===== src/rtl/hmrc_pkg.sv =====
// Shared types and constants of the HSV range classifier.
package hmrc_pkg;

	// Fixed field widths
	localparam int BOX_LIM     = 4;
	localparam int BOX_IDX_W   = 2;
	localparam int PICK_W      = 3;
	localparam int CNT_W       = 25;
	localparam int ROW_W       = 13;
	localparam int ROWCNT_W    = 12;
	localparam int COL_W       = 16;
	localparam int BOUNDS_W    = 60;
	localparam int COMP_PORT_W = 10;
	localparam int RNG_W       = 3;
	localparam int IDX_W       = 3;
	localparam int QDEPTH      = 2;
	localparam int QPTR_W      = 1;
	localparam int QCNT_W      = 2;

	localparam logic [ROW_W-1:0] MAX_ROWS  = 13'd4096;
	localparam logic [COL_W-1:0] COL_LIMIT = 16'd65534;

	// Result kinds
	localparam logic KIND_MATCH   = 1'b0;
	localparam logic KIND_SUMMARY = 1'b1;

	// Register indexes
	localparam logic [IDX_W-1:0] REG_COL_HEIGHT  = 3'd0;
	localparam logic [IDX_W-1:0] REG_CHECK_VALUE = 3'd1;
	localparam logic [IDX_W-1:0] REG_RANGE_COUNT = 3'd2;
	localparam logic [IDX_W-1:0] REG_BOX0_BOUNDS = 3'd3;

	typedef struct packed {
		logic [ROW_W-1:0] col_height;
		logic             check_value;
		logic [RNG_W-1:0] range_count;
	} cfg_t;

	// One classified pixel waiting for the back end
	typedef struct packed {
		logic [BOX_LIM-1:0]            hit;
		logic [BOX_LIM-1:0]            sum;
		logic [ROW_W-1:0]              row;
		logic [COL_W-1:0]              col;
		logic [BOX_LIM-1:0][CNT_W-1:0] counts;
		logic [CNT_W-1:0]              total;
	} job_t;

endpackage


===== src/rtl/hmrc_queue.sv =====
// Two-entry job queue between the classifier front and back ends.
module hmrc_queue (
	input  logic            clk,
	input  logic            arst_n,
	input  logic            push,
	input  hmrc_pkg::job_t  push_job,
	input  logic            pop,
	output logic            full,
	output logic            head_valid,
	output hmrc_pkg::job_t  head_job
);

	hmrc_pkg::job_t                  entry_q [hmrc_pkg::QDEPTH];
	logic [hmrc_pkg::QPTR_W-1:0]     wr_ptr_q;
	logic [hmrc_pkg::QPTR_W-1:0]     rd_ptr_q;
	logic [hmrc_pkg::QCNT_W-1:0]     count_q;

	assign full       = (count_q == hmrc_pkg::QCNT_W'(hmrc_pkg::QDEPTH));
	assign head_valid = (count_q != '0);
	assign head_job   = entry_q[rd_ptr_q];

	// Store pushed jobs
	always_ff @(posedge clk) begin
		if (push) begin
			entry_q[wr_ptr_q] <= push_job;
		end
	end

	// Advance pointers and occupancy
	always_ff @(posedge clk or negedge arst_n) begin
		if (!arst_n) begin
			wr_ptr_q <= '0;
			rd_ptr_q <= '0;
			count_q  <= '0;
		end else begin
			if (push) begin
				wr_ptr_q <= wr_ptr_q + 1'b1;
			end
			if (pop) begin
				rd_ptr_q <= rd_ptr_q + 1'b1;
			end
			if (push && !pop) begin
				count_q <= count_q + 1'b1;
			end else if (pop && !push) begin
				count_q <= count_q - 1'b1;
			end
		end
	end

endmodule


===== src/rtl/hmrc_front.sv =====
// Front end: box tests, coordinate and count tracking, job build.
module hmrc_front #(
	parameter int MAX_BOXES        = 4,
	parameter int COMPONENT_BITS   = 10,
	parameter int MAX_FRAME_PIXELS = 16777216
) (
	input  logic                                          clk,
	input  logic                                          arst_n,
	input  hmrc_pkg::cfg_t                                cfg,
	input  logic [MAX_BOXES-1:0][hmrc_pkg::BOUNDS_W-1:0]  bounds,
	input  logic [hmrc_pkg::COMP_PORT_W-1:0]              hue,
	input  logic [hmrc_pkg::COMP_PORT_W-1:0]              saturation,
	input  logic [hmrc_pkg::COMP_PORT_W-1:0]              brightness,
	input  logic                                          frame_end,
	input  logic                                          accept,
	output hmrc_pkg::job_t                                job
);

	localparam logic [hmrc_pkg::CNT_W-1:0] SAT_CNT = hmrc_pkg::CNT_W'(MAX_FRAME_PIXELS);

	logic [COMPONENT_BITS-1:0]               h;
	logic [COMPONENT_BITS-1:0]               s;
	logic [COMPONENT_BITS-1:0]               v;
	logic [hmrc_pkg::ROW_W-1:0]              width_eff;
	logic [hmrc_pkg::RNG_W-1:0]              boxes_eff;
	logic [MAX_BOXES-1:0]                    active;
	logic [MAX_BOXES-1:0]                    hit;
	logic [hmrc_pkg::ROWCNT_W-1:0]           row_q;
	logic [hmrc_pkg::COL_W-1:0]              col_q;
	logic [hmrc_pkg::CNT_W-1:0]              pix_q;
	logic [MAX_BOXES-1:0][hmrc_pkg::CNT_W-1:0] cnt_q;
	logic [MAX_BOXES-1:0][hmrc_pkg::CNT_W-1:0] cnt_nxt;
	logic [hmrc_pkg::CNT_W-1:0]              pix_nxt;
	logic [hmrc_pkg::ROW_W-1:0]              row_p1;

	assign h = hue[COMPONENT_BITS-1:0];
	assign s = saturation[COMPONENT_BITS-1:0];
	assign v = brightness[COMPONENT_BITS-1:0];

	// Clamp the column height and box count
	always_comb begin
		if (cfg.col_height == '0) begin
			width_eff = hmrc_pkg::ROW_W'(1);
		end else if (cfg.col_height > hmrc_pkg::MAX_ROWS) begin
			width_eff = hmrc_pkg::MAX_ROWS;
		end else begin
			width_eff = cfg.col_height;
		end
		if (cfg.range_count > hmrc_pkg::RNG_W'(MAX_BOXES)) begin
			boxes_eff = hmrc_pkg::RNG_W'(MAX_BOXES);
		end else begin
			boxes_eff = cfg.range_count;
		end
	end

	// Test the pixel against each box
	for (genvar b = 0; b < MAX_BOXES; b++) begin : g_box
		logic [COMPONENT_BITS-1:0] lo_h, hi_h, lo_s, hi_s, lo_v, hi_v;
		assign lo_h = bounds[b][5*COMPONENT_BITS +: COMPONENT_BITS];
		assign hi_h = bounds[b][4*COMPONENT_BITS +: COMPONENT_BITS];
		assign lo_s = bounds[b][3*COMPONENT_BITS +: COMPONENT_BITS];
		assign hi_s = bounds[b][2*COMPONENT_BITS +: COMPONENT_BITS];
		assign lo_v = bounds[b][1*COMPONENT_BITS +: COMPONENT_BITS];
		assign hi_v = bounds[b][0 +: COMPONENT_BITS];
		assign active[b] = (hmrc_pkg::RNG_W'(b) < boxes_eff);
		assign hit[b] = active[b] && (lo_h <= h) && (h <= hi_h) &&
			(lo_s <= s) && (s <= hi_s) &&
			(!cfg.check_value || ((lo_v <= v) && (v <= hi_v)));
		assign cnt_nxt[b] = (hit[b] && (cnt_q[b] < SAT_CNT)) ?
			cnt_q[b] + 1'b1 : cnt_q[b];
	end

	assign pix_nxt = (pix_q < SAT_CNT) ? pix_q + 1'b1 : pix_q;
	assign row_p1  = {1'b0, row_q} + 1'b1;

	// Build the job, padding lanes past the configured box limit
	for (genvar i = 0; i < hmrc_pkg::BOX_LIM; i++) begin : g_lane
		if (i < MAX_BOXES) begin : g_used
			assign job.hit[i]    = hit[i];
			assign job.sum[i]    = frame_end && active[i];
			assign job.counts[i] = cnt_nxt[i];
		end else begin : g_unused
			assign job.hit[i]    = 1'b0;
			assign job.sum[i]    = 1'b0;
			assign job.counts[i] = '0;
		end
	end
	assign job.row   = row_p1;
	assign job.col   = col_q + 1'b1;
	assign job.total = pix_nxt;

	// Advance coordinates and counts; clear them on frame end
	always_ff @(posedge clk or negedge arst_n) begin
		if (!arst_n) begin
			row_q <= '0;
			col_q <= '0;
			pix_q <= '0;
			cnt_q <= '0;
		end else if (accept) begin
			if (frame_end) begin
				row_q <= '0;
				col_q <= '0;
				pix_q <= '0;
				cnt_q <= '0;
			end else begin
				pix_q <= pix_nxt;
				cnt_q <= cnt_nxt;
				if (row_p1 >= width_eff) begin
					row_q <= '0;
					if (col_q < hmrc_pkg::COL_LIMIT) begin
						col_q <= col_q + 1'b1;
					end
				end else begin
					row_q <= row_p1[hmrc_pkg::ROWCNT_W-1:0];
				end
			end
		end
	end

endmodule


===== src/rtl/hmrc_back.sv =====
// Back end: walks each job's hits and summaries, one result per cycle while out_stall is low.
module hmrc_back (
	input  logic                          clk,
	input  logic                          arst_n,
	input  logic                          head_valid,
	input  hmrc_pkg::job_t                head_job,
	output logic                          pop,
	output logic                          out_valid,
	input  logic                          out_stall,
	output logic                          kind,
	output logic [hmrc_pkg::BOX_IDX_W-1:0] box_index,
	output logic [hmrc_pkg::ROW_W-1:0]    row_pos,
	output logic [hmrc_pkg::COL_W-1:0]    col_pos,
	output logic [hmrc_pkg::CNT_W-1:0]    match_count,
	output logic [hmrc_pkg::CNT_W-1:0]    pixel_total,
	output logic                          last
);

	localparam int PEND_W = 2 * hmrc_pkg::BOX_LIM;

	logic [PEND_W-1:0]           rem_q;
	logic                        started_q;
	logic [PEND_W-1:0]           cur;
	logic [PEND_W-1:0]           low_one;
	logic [PEND_W-1:0]           rem_nxt;
	logic [hmrc_pkg::PICK_W-1:0] pick;
	logic                        out_free;
	logic                        load;
	logic                        valid_q;
	logic                        kind_q;
	logic [hmrc_pkg::BOX_IDX_W-1:0] box_q;
	logic [hmrc_pkg::ROW_W-1:0]  row_q;
	logic [hmrc_pkg::COL_W-1:0]  col_q;
	logic [hmrc_pkg::CNT_W-1:0]  cnt_q;
	logic [hmrc_pkg::CNT_W-1:0]  tot_q;
	logic                        last_q;

	// Pick the lowest pending result: hits first, then summaries
	always_comb begin
		cur     = started_q ? rem_q : {head_job.sum, head_job.hit};
		low_one = cur & (~cur + 1'b1);
		rem_nxt = cur & ~low_one;
		pick    = '0;
		for (int i = PEND_W - 1; i >= 0; i--) begin
			if (cur[i]) begin
				pick = hmrc_pkg::PICK_W'(i);
			end
		end
	end

	assign out_free = !valid_q || !out_stall;
	assign load     = head_valid && (cur != '0) && out_free;
	assign pop      = head_valid && ((cur == '0) || (load && (rem_nxt == '0)));

	// Track progress through the head job
	always_ff @(posedge clk or negedge arst_n) begin
		if (!arst_n) begin
			started_q <= 1'b0;
			rem_q     <= '0;
			valid_q   <= 1'b0;
		end else begin
			if (pop) begin
				started_q <= 1'b0;
			end else if (load) begin
				started_q <= 1'b1;
			end
			if (load) begin
				rem_q <= rem_nxt;
			end
			if (load) begin
				valid_q <= 1'b1;
			end else if (!out_stall) begin
				valid_q <= 1'b0;
			end
		end
	end

	// Load the output register
	always_ff @(posedge clk) begin
		if (load) begin
			kind_q <= pick[hmrc_pkg::PICK_W-1];
			box_q  <= pick[hmrc_pkg::BOX_IDX_W-1:0];
			last_q <= (rem_nxt == '0);
			if (pick[hmrc_pkg::PICK_W-1] == hmrc_pkg::KIND_SUMMARY) begin
				row_q <= '0;
				col_q <= '0;
				cnt_q <= head_job.counts[pick[hmrc_pkg::BOX_IDX_W-1:0]];
				tot_q <= head_job.total;
			end else begin
				row_q <= head_job.row;
				col_q <= head_job.col;
				cnt_q <= '0;
				tot_q <= '0;
			end
		end
	end

	assign out_valid   = valid_q;
	assign kind        = kind_q;
	assign box_index   = box_q;
	assign row_pos     = row_q;
	assign col_pos     = col_q;
	assign match_count = cnt_q;
	assign pixel_total = tot_q;
	assign last        = last_q;

endmodule


===== src/rtl/hsv_multi_range_pixel_classifier.sv =====
// HSV multi-range pixel classifier, top level.
//
// Pixels arrive on the in_valid/in_stall channel in column-major order, one
// request per pixel, with frame_end on the frame's last pixel. Each pixel is
// tested against up to four inclusive HSV boxes. For every matching box a
// match result with 1-based row and column leaves on out_valid/out_stall;
// on frame end one summary per box in use follows, with the box's match
// count and the frame's pixel count, and all counters clear. last marks the
// final result of a pixel; a pixel that matches nothing and does not end a
// frame gives no result.
// The first result of a pixel is registered in the job queue and then in the
// output register. The back end sends one result per cycle while out_stall
// is low; pixels with at most one result stream at one per cycle while
// out_stall is low. A two-entry job queue between front and back sets the slack.
// Reset clears counters, the queue and the output valid flag and loads the
// registers with width 1, value check on, one box, all bounds zero.
// While out_stall is high the output holds; once the queue fills, in_stall
// rises until the back end drains a job.
module hsv_multi_range_pixel_classifier #(
	parameter int MAX_BOXES        = 4,
	parameter int COMPONENT_BITS   = 10,
	parameter int MAX_FRAME_PIXELS = 16777216
) (
	input  logic                                clk,
	input  logic                                arst_n,
	input  logic                                cfg_we,
	input  logic [hmrc_pkg::IDX_W-1:0]          cfg_idx,
	input  logic [hmrc_pkg::BOUNDS_W-1:0]       cfg_wdata,
	input  logic                                in_valid,
	output logic                                in_stall,
	input  logic [hmrc_pkg::COMP_PORT_W-1:0]    hue,
	input  logic [hmrc_pkg::COMP_PORT_W-1:0]    saturation,
	input  logic [hmrc_pkg::COMP_PORT_W-1:0]    brightness,
	input  logic                                frame_end,
	output logic                                out_valid,
	input  logic                                out_stall,
	output logic                                kind,
	output logic [hmrc_pkg::BOX_IDX_W-1:0]      box_index,
	output logic [hmrc_pkg::ROW_W-1:0]          row_pos,
	output logic [hmrc_pkg::COL_W-1:0]          col_pos,
	output logic [hmrc_pkg::CNT_W-1:0]          match_count,
	output logic [hmrc_pkg::CNT_W-1:0]          pixel_total,
	output logic                                last
);

	hmrc_pkg::cfg_t                                 cfg_q;
	logic [MAX_BOXES-1:0][hmrc_pkg::BOUNDS_W-1:0]   bounds_q;
	hmrc_pkg::job_t                                 push_job;
	hmrc_pkg::job_t                                 head_job;
	logic                                           q_full;
	logic                                           head_valid;
	logic                                           pop;
	logic                                           accept;

	assign in_stall = q_full;
	assign accept   = in_valid && !q_full;

	// Scalar configuration registers
	always_ff @(posedge clk or negedge arst_n) begin
		if (!arst_n) begin
			cfg_q.col_height  <= hmrc_pkg::ROW_W'(1);
			cfg_q.check_value <= 1'b1;
			cfg_q.range_count <= hmrc_pkg::RNG_W'(1);
		end else if (cfg_we) begin
			unique case (cfg_idx)
				hmrc_pkg::REG_COL_HEIGHT:  cfg_q.col_height <= cfg_wdata[hmrc_pkg::ROW_W-1:0];
				hmrc_pkg::REG_CHECK_VALUE: cfg_q.check_value <= cfg_wdata[0];
				hmrc_pkg::REG_RANGE_COUNT: cfg_q.range_count <= cfg_wdata[hmrc_pkg::RNG_W-1:0];
				default: ;
			endcase
		end
	end

	// Box bound registers
	for (genvar b = 0; b < MAX_BOXES; b++) begin : g_bounds
		always_ff @(posedge clk or negedge arst_n) begin
			if (!arst_n) begin
				bounds_q[b] <= '0;
			end else if (cfg_we &&
					(cfg_idx == hmrc_pkg::IDX_W'(hmrc_pkg::REG_BOX0_BOUNDS + b))) begin
				bounds_q[b] <= cfg_wdata;
			end
		end
	end

	hmrc_front #(
		.MAX_BOXES        (MAX_BOXES),
		.COMPONENT_BITS   (COMPONENT_BITS),
		.MAX_FRAME_PIXELS (MAX_FRAME_PIXELS)
	) u_front (
		.clk        (clk),
		.arst_n     (arst_n),
		.cfg        (cfg_q),
		.bounds     (bounds_q),
		.hue        (hue),
		.saturation (saturation),
		.brightness (brightness),
		.frame_end  (frame_end),
		.accept     (accept),
		.job        (push_job)
	);

	hmrc_queue u_queue (
		.clk        (clk),
		.arst_n     (arst_n),
		.push       (accept),
		.push_job   (push_job),
		.pop        (pop),
		.full       (q_full),
		.head_valid (head_valid),
		.head_job   (head_job)
	);

	hmrc_back u_back (
		.clk         (clk),
		.arst_n      (arst_n),
		.head_valid  (head_valid),
		.head_job    (head_job),
		.pop         (pop),
		.out_valid   (out_valid),
		.out_stall   (out_stall),
		.kind        (kind),
		.box_index   (box_index),
		.row_pos     (row_pos),
		.col_pos     (col_pos),
		.match_count (match_count),
		.pixel_total (pixel_total),
		.last        (last)
	);

endmodule


===== config.mk =====
export PLATFORM = sky130hd
export DESIGN_NAME = hsv_multi_range_pixel_classifier
export DESIGN_NICKNAME = d
export VERILOG_FILES = /design/src/rtl/hmrc_pkg.sv /design/src/rtl/hmrc_queue.sv /design/src/rtl/hmrc_front.sv /design/src/rtl/hmrc_back.sv /design/src/rtl/hsv_multi_range_pixel_classifier.sv
export SDC_FILE = /design/constraint.sdc
export NUM_CORES = 1
export LEC_CHECK = 0
export BUFFER_PORTS_ARGS = -buffer_cell sky130_fd_sc_hd__buf_4
export CAP_MARGIN = 10
export CORE_ASPECT_RATIO = 1.5
export CORE_MARGIN = 1
export CORE_UTILIZATION = 30
export CTS_CLUSTER_SIZE = 8
export DETAILED_ROUTE_END_ITERATION = 16
export SETUP_SLACK_MARGIN = 0.2
export SLEW_MARGIN = 20
export SYNTH_ARGS = -nofsm -noshare
export SYNTH_HDL_FRONTEND = slang
export SYNTH_SLANG_ARGS = --single-unit

===== constraint.sdc =====
create_clock -name clk -period 10.7 [get_ports clk]
set_input_delay 0.535 -clock clk [delete_from_list [all_inputs] [get_ports clk]]
set_output_delay 0.535 -clock clk [all_outputs]
set_load 0.05 [all_outputs]

=== Yosys cells after proc, flatten, opt, wreduce, memory -nomap -nowiden ===
Memory sizes are Yosys's and may differ from the RTL's.
Index checks and enable logic that the tools add are counted.
W data, S select, Z words.

* RAM bits: 324
* Input bits: 99
* Register bits after elaboration: 507
* Output and inout port bits: 85
* Memories kept: 1

* Bitwise gates (word level): 4
* Eq/ne operators: 8
* Order comparisons: 38
* Reductions and logical operators: 69
* Add/subtract/negate cells: 12
* Mux-type cells: 34

{| class="wikitable"
|+ Memory list
! name !! depth !! bits a word !! read ports !! clocked after memory_dff !! write ports !! RTL line !! source
|-
| u_queue.entry_q || 2 || 162 || 1 || 0 || 1 || hmrc_queue.sv:13 || <nowiki>hmrc_pkg::job_t entry_q [hmrc_pkg::QDEPTH];</nowiki>
|}

{| class="wikitable"
|+ Operator list
! operator !! count
|-
| $le A10 B10 Y1 || 24
|-
| $mux W25 || 7
|-
| $add A25 B1 Y25 const B || 5
|-
| $lt A25 B25 Y1 const B || 5
|-
| $mux W100 || 1
|-
| $bmux W25 S2 || 1
|-
| $mux W16 || 3
|-
| $logic_and A1 B1 Y1 || 43
|-
| $mux W3 || 9
|-
| $mux W13 || 2
|-
| $mux W12 || 2
|-
| $add A16 B1 Y16 const B || 1
|-
| $and A8 B8 Y8 || 2
|-
| $logic_not A8 Y1 || 2
|-
| $lt A16 B16 Y1 const B || 1
|-
| $not A8 Y8 || 2
|-
| $add A12 B1 Y13 const B || 1
|-
| $ge A13 B13 Y1 || 1
|-
| $gt A13 B13 Y1 const B || 1
|-
| $logic_not A13 Y1 || 1
|-
| $reduce_bool A2 Y1 || 5
|-
| $eq A3 B3 Y1 const B || 3
|-
| $add A8 B1 Y8 const B || 1
|-
| $mux W8 || 1
|-
| 19 further kinds || 41
|}

=== Longest topological paths before layout ===
Gate-level depths: netlist (run 1).
An unclocked memory read counts as a cell.

* Depth in word-level cells: 14
* Gate-level depth with buffers: 16
* Gate-level depth less buffers: 14

=== Cells and area by module ===
Synthesis (run 1) repeated with hierarchy kept, for this count alone.

* Cells, all modules: 3454
* Area, all modules: 43010.0 um^2

{| class="wikitable"
|+ By module, submodules not included
! module !! sequential area each (um^2) !! area an instance (um^2) !! times used !! cells an instance
|-
| hmrc_front || 3828.7 || 16587.2 || 1 || 2057
|-
| hmrc_queue || 9829.4 || 12151.7 || 1 || 520
|-
| hsv_multi_range_pixel_classifier || 6434.9 || 9821.9 || 1 || 549
|-
| hmrc_back || 2717.6 || 4449.3 || 1 || 328
|}

=== Worst setup path before layout (run 1) ===
OpenSTA, ideal clock, no wires.

* Kind: reg-to-reg
* Start: register u_queue.count_q[0] in the netlist's numbering
* End: memory u_queue.entry_q[0][0] in the netlist's numbering, enable pin
* Cell stages (with the launch flop): 6
* Period minus slack after synthesis: 8527 ps
* Library setup time: 687 ps
* Arrival: 7840 ps
* Slack: 2173 ps
* Data required time: 10013 ps
* Cells stage by stage: dfrtp_1 > nand2b_1 > nand2_1 > clkbuf_1 > buf_1 > nor2_1

* Word-level cells in the longest chain between the ends: 5

{| class="wikitable"
|+ Ends and longest elaborated chain
! what !! RTL line !! source
|-
| from (decl) || hmrc_queue.sv:16 || <nowiki>logic [hmrc_pkg::QCNT_W-1:0] count_q;</nowiki>
|-
| from (signal assigned) || hmrc_queue.sv:43 || <nowiki>count_q <= count_q + 1'b1;</nowiki>
|-
| from (signal assigned) || hmrc_queue.sv:45 || <nowiki>count_q <= count_q - 1'b1;</nowiki>
|-
| $eq A2 B2 Y1 || hmrc_queue.sv:18 || <nowiki>assign full = (count_q == hmrc_pkg::QCNT_W'(hmrc_pkg::QDEPTH));</nowiki>
|-
| $logic_not A1 Y1 || hsv_multi_range_pixel_classifier.sv:56 || <nowiki>assign accept = in_valid && !q_full;</nowiki>
|-
| $logic_and A1 B1 Y1 || hsv_multi_range_pixel_classifier.sv:56 ||
|-
| $mux W1 || hmrc_queue.sv:24 || <nowiki>if (push) begin</nowiki>
|-
| $mux W1 (not written as such) || hmrc_queue.sv:25 || <nowiki>entry_q[wr_ptr_q] <= push_job;</nowiki>
|-
| to (decl) || hmrc_queue.sv:13 ||
|}

Every way passes these cells.

==> impl_metrics.env, run 1 <==
export IMPL_outcome="finished clean"
export IMPL_slew_headroom=0.271
export IMPL_hold_class="in -> reg"
export IMPL_synth_edff_count=407
export IMPL_numCtsBuffers=115
export IMPL_netlist_instances=3539
export IMPL_r2r_cells=10
export IMPL_path_cells="inv_1 > ha_1 > a21oi_1 > o21ai_0 > a2111oi_0 > o221ai_1 > or3_1 > nor2_2 > nand3_1 > xnor2_1"
export IMPL_clock_latency_ns=0.74
export IMPL_path_max_fanout=25
export IMPL_setup_tns_ns=0
export IMPL_leakagePower_nw=20.0
export IMPL_grt_pass1_wl_um=171000
export IMPL_portBuffers=183
export IMPL_io_pin_count=184
export IMPL_peakVddDrop_uv=243
export IMPL_whs_path_depth=3
export IMPL_end_kind="flop"
export IMPL_grt_pass1_vias=28800
export IMPL_regArea_mm2=0.0228
export IMPL_path_buf_inv=1
export IMPL_via_per_inst=5.10
export IMPL_core_mm2=0.138
export IMPL_setup_viol=0
export IMPL_multi_input_area_mm2=0.0174
export IMPL_async_flop_share=0.510
export IMPL_hp_start="cfg_wdata[29]"
export IMPL_critical_path_top_delay_family="simple AND/OR/NAND/NOR gates"
export IMPL_gp_congestion=0.830
export IMPL_synth_seq_area_share=0.548
export IMPL_drive_above_1_share=0.168
export IMPL_dr_total_vias=28400
export IMPL_clock_sinks=830
export IMPL_synth_distinct_cells=90
export IMPL_grt_max_degree=124
export IMPL_crit_slowest_cell="a2111oi_0"
export IMPL_mappedNetlistArea_mm2=0.0417
export IMPL_cp_arrival_ns=5.11
export IMPL_initial_core_util=0.302
export IMPL_r2r_setup_slack_ns=6.05
export IMPL_tritoncts="built"
export IMPL_fin_skew_ns=0.0644
export IMPL_p_per_area_mw_per_mm2=254
export IMPL_period_needed_ns=4.65
export IMPL_fmax_mhz=215
export IMPL_die_h_um=458
export IMPL_placed_cells=5361
export IMPL_drt_wl_total_um=111000
export IMPL_dpl_hpwl_um=77100
export IMPL_fin_util=0.351
export IMPL_ys_ff_latch=830
export IMPL_row_count=167
export IMPL_max_stage_delay_ns=0.93
export IMPL_slew_viol_final=0
export IMPL_layout_setup_ws_ns=6.05
export IMPL_grt_overflow_total=0
export IMPL_reg2reg_from="bounds_q[65]$_DFFE_PN0P_"
export IMPL_yosys_warnings=0
export IMPL_rsz0062_at_grt="false"
export IMPL_drc=0
export IMPL_n_fill_cell=13500
export IMPL_routedWlPerCell_um=19.9
export IMPL_crit_reg2reg_capture="u_queue.entry_q[1][55]$_DFFE_PP_"
export IMPL_ant_nets=0
export IMPL_crit_path_start_kind="flop"
export IMPL_cts_buffer_depth=3
export IMPL_chipWidth_um=306
export IMPL_pre_cts_slack_ns=5.69
export IMPL_root_buffer="clkbuf_16"
export IMPL_cp_num_cells=10
export IMPL_synthFlopType="dfrtp_1"
export IMPL_grt_use_total=0.157
export IMPL_htreeDepth=3
export IMPL_cp_required_ns=11.16
export IMPL_drt_pass1_iter_count=6
export IMPL_hold_slack_ns=0.0509
export IMPL_syn_area_per_cell_um2=11.8
export IMPL_path_clk_slew_ns=0.05
export IMPL_crit_type="reg -> reg"
export IMPL_drt_iter0_drc=1801
export IMPL_post_route_period_util=0.435
export IMPL_worst_pin_slew_ns=1.09
export IMPL_syn_nets=3899
export IMPL_final_nets=4066
export IMPL_maxCapViolations=0
export IMPL_report_final_hold_viol_count=0
export IMPL_syn2layout_area_growth_pct=16.2
export IMPL_antenna_found_initial=5
export IMPL_dieArea_mm2=0.140
export IMPL_worstHoldEndpoint="bounds_q[89]$_DFFE_PN0P_"
export IMPL_stdcell_count=5569
[worst max-delay path by stage]
| stage | end | start |
|---|---|---|
| 2_1_floorplan | u_queue.entry_q[0][0]$_DFFE_PP_ | u_queue.count_q[0]$_DFFE_PN0P_ |
| 3_3_place_gp | u_queue.entry_q[0][64]$_DFFE_PP_ | brightness[5] |
| 3_5_place_dp | u_queue.entry_q[0][66]$_DFFE_PP_ | brightness[5] |
| 4_1_cts | u_queue.entry_q[1][57]$_DFFE_PP_ | bounds_q[65]$_DFFE_PN0P_ |
| 5_1_grt | u_front.cnt_q[30]$_DFFE_PN0P_ | bounds_q[65]$_DFFE_PN0P_ |
| 6_report | u_queue.entry_q[1][55]$_DFFE_PP_ | bounds_q[65]$_DFFE_PN0P_ |
[synth_stat cells (22+ instances only)]
master / count / area, µm²
a211oi_1: 31 / 233
o31ai_1: 40 / 300
ha_1: 261 / 3270
mux2_2: 237 / 2670
or4_1: 24 / 180
a31oi_1: 22 / 138
and3_1: 35 / 219
xnor2_1: 92 / 806
o221ai_1: 27 / 236
clkbuf_1: 126 / 473
nor2b_1: 22 / 138
a22o_1: 35 / 307
mux2i_1: 121 / 1210
nor2_1: 198 / 743
a22oi_1: 32 / 240
a21o_1: 41 / 308
inv_1: 220 / 826
edfxtp_1: 407 / 12200
a21oi_1: 125 / 626
or3_1: 26 / 163
nand2_1: 248 / 931
xor2_1: 52 / 455
nand4_1: 72 / 450
nand3_1: 108 / 541
nor3_1: 99 / 495
buf_2: 33 / 165
o21ai_0: 121 / 606
o211ai_1: 35 / 263
dfrtp_1: 420 / 10500
[kinds of logic after synthesis]
family / count (synthesis) / share of synthesized area
AND/OR/NAND/NOR: 933 / 0.112
flip-flops: 830 / 0.548
multiplexers: 359 / 0.0934
adder cells (fa/ha/maj): 262 / 0.0786
AO/OA/AOI/OAI: 615 / 0.102
buffers and inverters: 396 / 0.0369
XOR/XNOR: 144 / 0.0303
[flip-flops by register name (all words and copies together) (netlist names)]
signal,cells
u_queue.entry_q,324
bounds_q,240
u_front.cnt_q,100
u_back.match_count,25
u_back.pixel_total,25
u_front.pix_q,25
cfg_q,17
u_back.col_pos,16
u_front.col_q,16
u_back.row_pos,13
u_front.row_q,12
u_back.rem_q,7
u_back.box_index,2
u_queue.count_q,2
u_back.kind,1
u_back.last,1
u_back.out_valid,1
u_back.started_q,1
u_queue.rd_ptr_q,1
u_queue.wr_ptr_q,1
[layer usage]
| layer | track usage | up-vias | share of wire |
|---|---|---|---|
| met5 | 0 | - | 0.00031 |
| li1 | - | 13400 | - |
| met4 | 0.0648 | 6 | 0.036 |
| met3 | 0.0265 | 187 | 0.045 |
| met2 | 0.280 | 624 | 0.51 |
| met1 | 0.185 | 14200 | 0.41 |
[per-stage QoR]
step / area, µm² / total power (W)
after detailed placement: 45000 / 0.00895
final: 48400 / 0.0123
after global routing: 48400 / 0.0130
after CTS: 48400 / 0.0125
after global placement: 45000 / 0.00886
after floorplan: 41700 / 0.00762
[tightest hold or removal path, cell delays in order]
cell	delay (ns)
buf_4	0.11
nand2_1	0.04
o21ai_0	0.06
[cell type report]
cell class              count  share of cell area
clock inverters             9             0.00421
inverters                 223              0.0174
well taps                1774              0.0458
flip-flops and latches    830               0.471
clock buffers             195              0.0659
multi-input cells        2313               0.360
diodes                      2            0.000103
repair buffers            223              0.0355
[report_power, final]
part	switching, W	internal [W]	leakage, nW
logic	0.00277	0.00137	9.21
clock network	0.00141	0.00205	1.61
registers	0.000360	0.00435	9.16
[cell usage in the layout, fill, tap and decap left out, types with 26 or more instances in the layout]
| cell type | count |
|---|---|
| a22oi_1 | 32 |
| ha_1 | 261 |
| mux2_2 | 237 |
| dfrtp_1 | 419 |
| and3_1 | 34 |
| a211oi_1 | 31 |
| mux2i_1 | 121 |
| clkbuf_1 | 79 |
| o211ai_1 | 35 |
| xnor2_1 | 92 |
| edfxtp_1 | 407 |
| xor2_1 | 52 |
| nand3_1 | 107 |
| o31ai_1 | 39 |
| nor2_1 | 195 |
| or3_1 | 26 |
| clkbuf_16 | 115 |
| a21oi_1 | 125 |
| o221ai_1 | 26 |
| nor3_1 | 97 |
| buf_4 | 219 |
| a21o_1 | 41 |
| a22o_1 | 35 |
| nand2_1 | 246 |
| o21ai_0 | 121 |
| nand4_1 | 72 |
| inv_1 | 219 |
[repair_timing]
| action | CTS | global route |
|---|---|---|
| setup buffers | 0 | 0 |
| hold buffers | 1 | 0 |
| endpoints found under the hold margin | 92 | 0 |
| gates resized for setup | 0 | 0 |
(Power assumes the default switching activity.)
==> inputs of run 2 (changes only) <==
==> constraint.sdc (replaced) <==
create_clock -name clk -period 4.71 [get_ports clk]
set_input_delay 0.2355 -clock clk [delete_from_list [all_inputs] [get_ports clk]]
set_output_delay 0.2355 -clock clk [all_outputs]
set_load 0.05 [all_outputs]
==> run 2 against run 1 <==
Register-to-register slack lost 5.2 ns. Die area is the same. Sequential power grew 130%. Core utilization grew 0.61 points. Sequential share of layout area shrank 0.81 points. Clock-buffer cell count shrank 1. First-iteration DRC count shrank 8.3%. Critical path type unchanged.
==> impl_metrics.env, run 2 (synthesis results as in run 1) <==
export IMPL_outcome="finished clean"
export IMPL_htreeDepth=3
export IMPL_clock_latency_ns=0.73
export IMPL_mostFrequentLayoutCell="dfrtp_1"
export IMPL_combPwrFrac=0.346
export IMPL_report_final_hold_viol_count=0
export IMPL_largest_reg_flops=324
export IMPL_whs_path_depth=3
export IMPL_die_h_um=458
export IMPL_cts_resized=0
export IMPL_p_per_area_mw_per_mm2=571
export IMPL_cp_arrival_ns=4.45
export IMPL_rsz0062_at_grt="false"
export IMPL_reg2reg_from="u_front.row_q[0]$_DFFE_PN0P_"
export IMPL_fin_util=0.357
export IMPL_end_kind="flop"
export IMPL_worstHoldEndpoint="cfg_q[3]$_DFFE_PN1P_"
export IMPL_root_buffer="clkbuf_16"
export IMPL_core_mm2=0.138
export IMPL_drt_iter0_drc=1651
export IMPL_routedWlPerCell_um=19.6
export IMPL_p_seq_frac=0.379
export IMPL_drc=0
export IMPL_tritoncts="built"
export IMPL_cts_setup_buffers=0
export IMPL_crit_path_start="u_front.row_q[0]$_DFFE_PN0P_"
export IMPL_row_count=167
export IMPL_max_stage_delay_ns=0.44
export IMPL_grt_use_total=0.158
export IMPL_mostFrequentLayoutCells="419 x dfrtp_1, 407 x edfxtp_1, 261 x ha_1"
export IMPL_worst_pin_slew_ns=0.996
export IMPL_p_switching_w=0.0103
export IMPL_power_internal_w=0.0178
export IMPL_path_clk_slew_ns=0.05
export IMPL_hold_class="in -> reg"
export IMPL_portBuffers=183
export IMPL_dr_total_vias=28700
export IMPL_syn2layout_area_growth_pct=18.3
export IMPL_multi_input_area_mm2=0.0174
export IMPL_setup_tns_ns=0
export IMPL_crit_path_start_kind="flop"
export IMPL_largestRegisters="u_queue.entry_q: 324 flops, bounds_q: 240 flops, u_front.cnt_q: 100 flops"
export IMPL_grt_pass1_vias=29300
export IMPL_drt_pass1_iter_count=5
export IMPL_drive_above_1_share=0.168
export IMPL_path_max_fanout=14
export IMPL_crit_slowest_cell="dfrtp_1"
export IMPL_peakVddDrop_uv=391
export IMPL_grt_max_degree=91
export IMPL_r2r_setup_slack_ns=0.86
export IMPL_slew_viol_final=0
export IMPL_numCtsBuffers=114
export IMPL_fmax_mhz=259
export IMPL_leakagePower_nw=20.4
export IMPL_hold_slack_ns=0.0519
export IMPL_antenna_found_initial=9
export IMPL_slew_headroom=0.336
export IMPL_crit_reg2reg_capture="u_front.col_q[0]$_DFFE_PN0P_"
export IMPL_path_cells="ha_1 > nand3_1 > nor2_1 > and3_1 > nand3_1 > xnor2_1 > ha_1 > a21o_1 > a21o_1 > a21oi_1 > nand2_1 > a21oi_1 > nor3_1 > buf_4 > mux2_2"
export IMPL_grt_overflow_total=0
export IMPL_dieArea_mm2=0.140
export IMPL_stdcell_count=5654
export IMPL_cp_required_ns=5.31
export IMPL_period_needed_ns=3.85
export IMPL_initial_core_util=0.302
export IMPL_top_register="u_queue.entry_q"
export IMPL_n_fill_cell=13500
export IMPL_power_w=0.0281
export IMPL_power_switching_share=0.367
export IMPL_regArea_mm2=0.0228
export IMPL_via_per_inst=5.08
export IMPL_drt_wl_total_um=111000
export IMPL_post_route_period_util=0.818
export IMPL_grt_pass1_wl_um=172000
export IMPL_gp_congestion=0.846
export IMPL_crit_type="reg -> reg"
export IMPL_io_pin_count=184
export IMPL_final_nets=4151
export IMPL_cts_hold_buf=66
export IMPL_hp_start="cfg_idx[1]"
export IMPL_setup_viol=0
export IMPL_ant_nets=0
export IMPL_clkPwrFrac=0.275
export IMPL_maxCapViolations=0
export IMPL_dpl_hpwl_um=77600
export IMPL_r2r_cells=15
export IMPL_cts_buffer_depth=3
export IMPL_fin_skew_ns=0.0566
export IMPL_clock_sinks=830
export IMPL_chipWidth_um=306
export IMPL_placed_cells=5383
==> run 2: cell types whose count changed in the layout (fill, tap and decap cells not counted), moves of 3 or more <==
cell | before | now
diode_2 | 2 | 5
buf_4 | 219 | 230
dlygate4sd3_1 | 1 | 66
buf_12 | 1 | 12
==> run 2: per-stage QoR <==
step	area [µm²]	setup WS, ns
2_1_floorplan	41700	0.746
3_3_place_gp	45300	0.841
3_5_place_dp	45300	0.783
4_1_cts	49200	0.811
5_1_grt	49300	0.450
6_report	49300	0.856
==> run 2: area by class of cell <==
type | count | share of cell area
diodes | 5 | 0.000254
clock buffers | 194 | 0.0646
inverters | 223 | 0.0171
well taps | 1774 | 0.0451
multi-input cells | 2313 | 0.353
flip-flops and latches | 830 | 0.463
repair buffers | 309 | 0.0536
clock inverters | 6 | 0.00269
==> run 2: worst max-delay path, delay by kind of cell, from the launching register on <==
kind | cells | cell delay, ns
xor+xnor | 1 | 0.34
simple gates | 6 | 0.98
mux | 1 | 0.27
flops | 1 | 0.44
buf+inv | 1 | 0.22
fa+ha+maj | 2 | 0.59
compound gates | 4 | 0.90
==> run 2: worst max path at each step <==
stage	cells after the start	slack, ns	end
2_1_floorplan	5	0.75	u_queue.entry_q[0][0]$_DFFE_PP_
4_1_cts	13	0.81	u_queue.count_q[1]$_DFFE_PN0P_
3_5_place_dp	12	0.78	u_queue.entry_q[0][36]$_DFFE_PP_
5_1_grt	13	0.45	u_queue.count_q[1]$_DFFE_PN0P_
6_report	15	0.86	u_front.col_q[0]$_DFFE_PN0P_
3_3_place_gp	13	0.84	u_queue.count_q[1]$_DFFE_PN0P_
==> run 2: routing by layer <==
metal | GRT usage | up-vias | share of wire
met1 | 0.188 | 14300 | 0.41
met5 | 0 | - | 0.00013
li1 | - | 13600 | -
met2 | 0.283 | 650 | 0.51
met4 | 0.0615 | 2 | 0.035
met3 | 0.0228 | 192 | 0.039
==> run 2: power by group through the flow <==
stage / clock [W] / sequential (W) / combinational [W]
after global placement: 0 / 0.0107 / 0.00961
after floorplan: 0 / 0.0119 / 0.00537
after global routing: 0.00823 / 0.0108 / 0.0107
final: 0.00774 / 0.0106 / 0.00975
after CTS: 0.00794 / 0.0107 / 0.00989
after detailed placement: 0 / 0.0108 / 0.00980
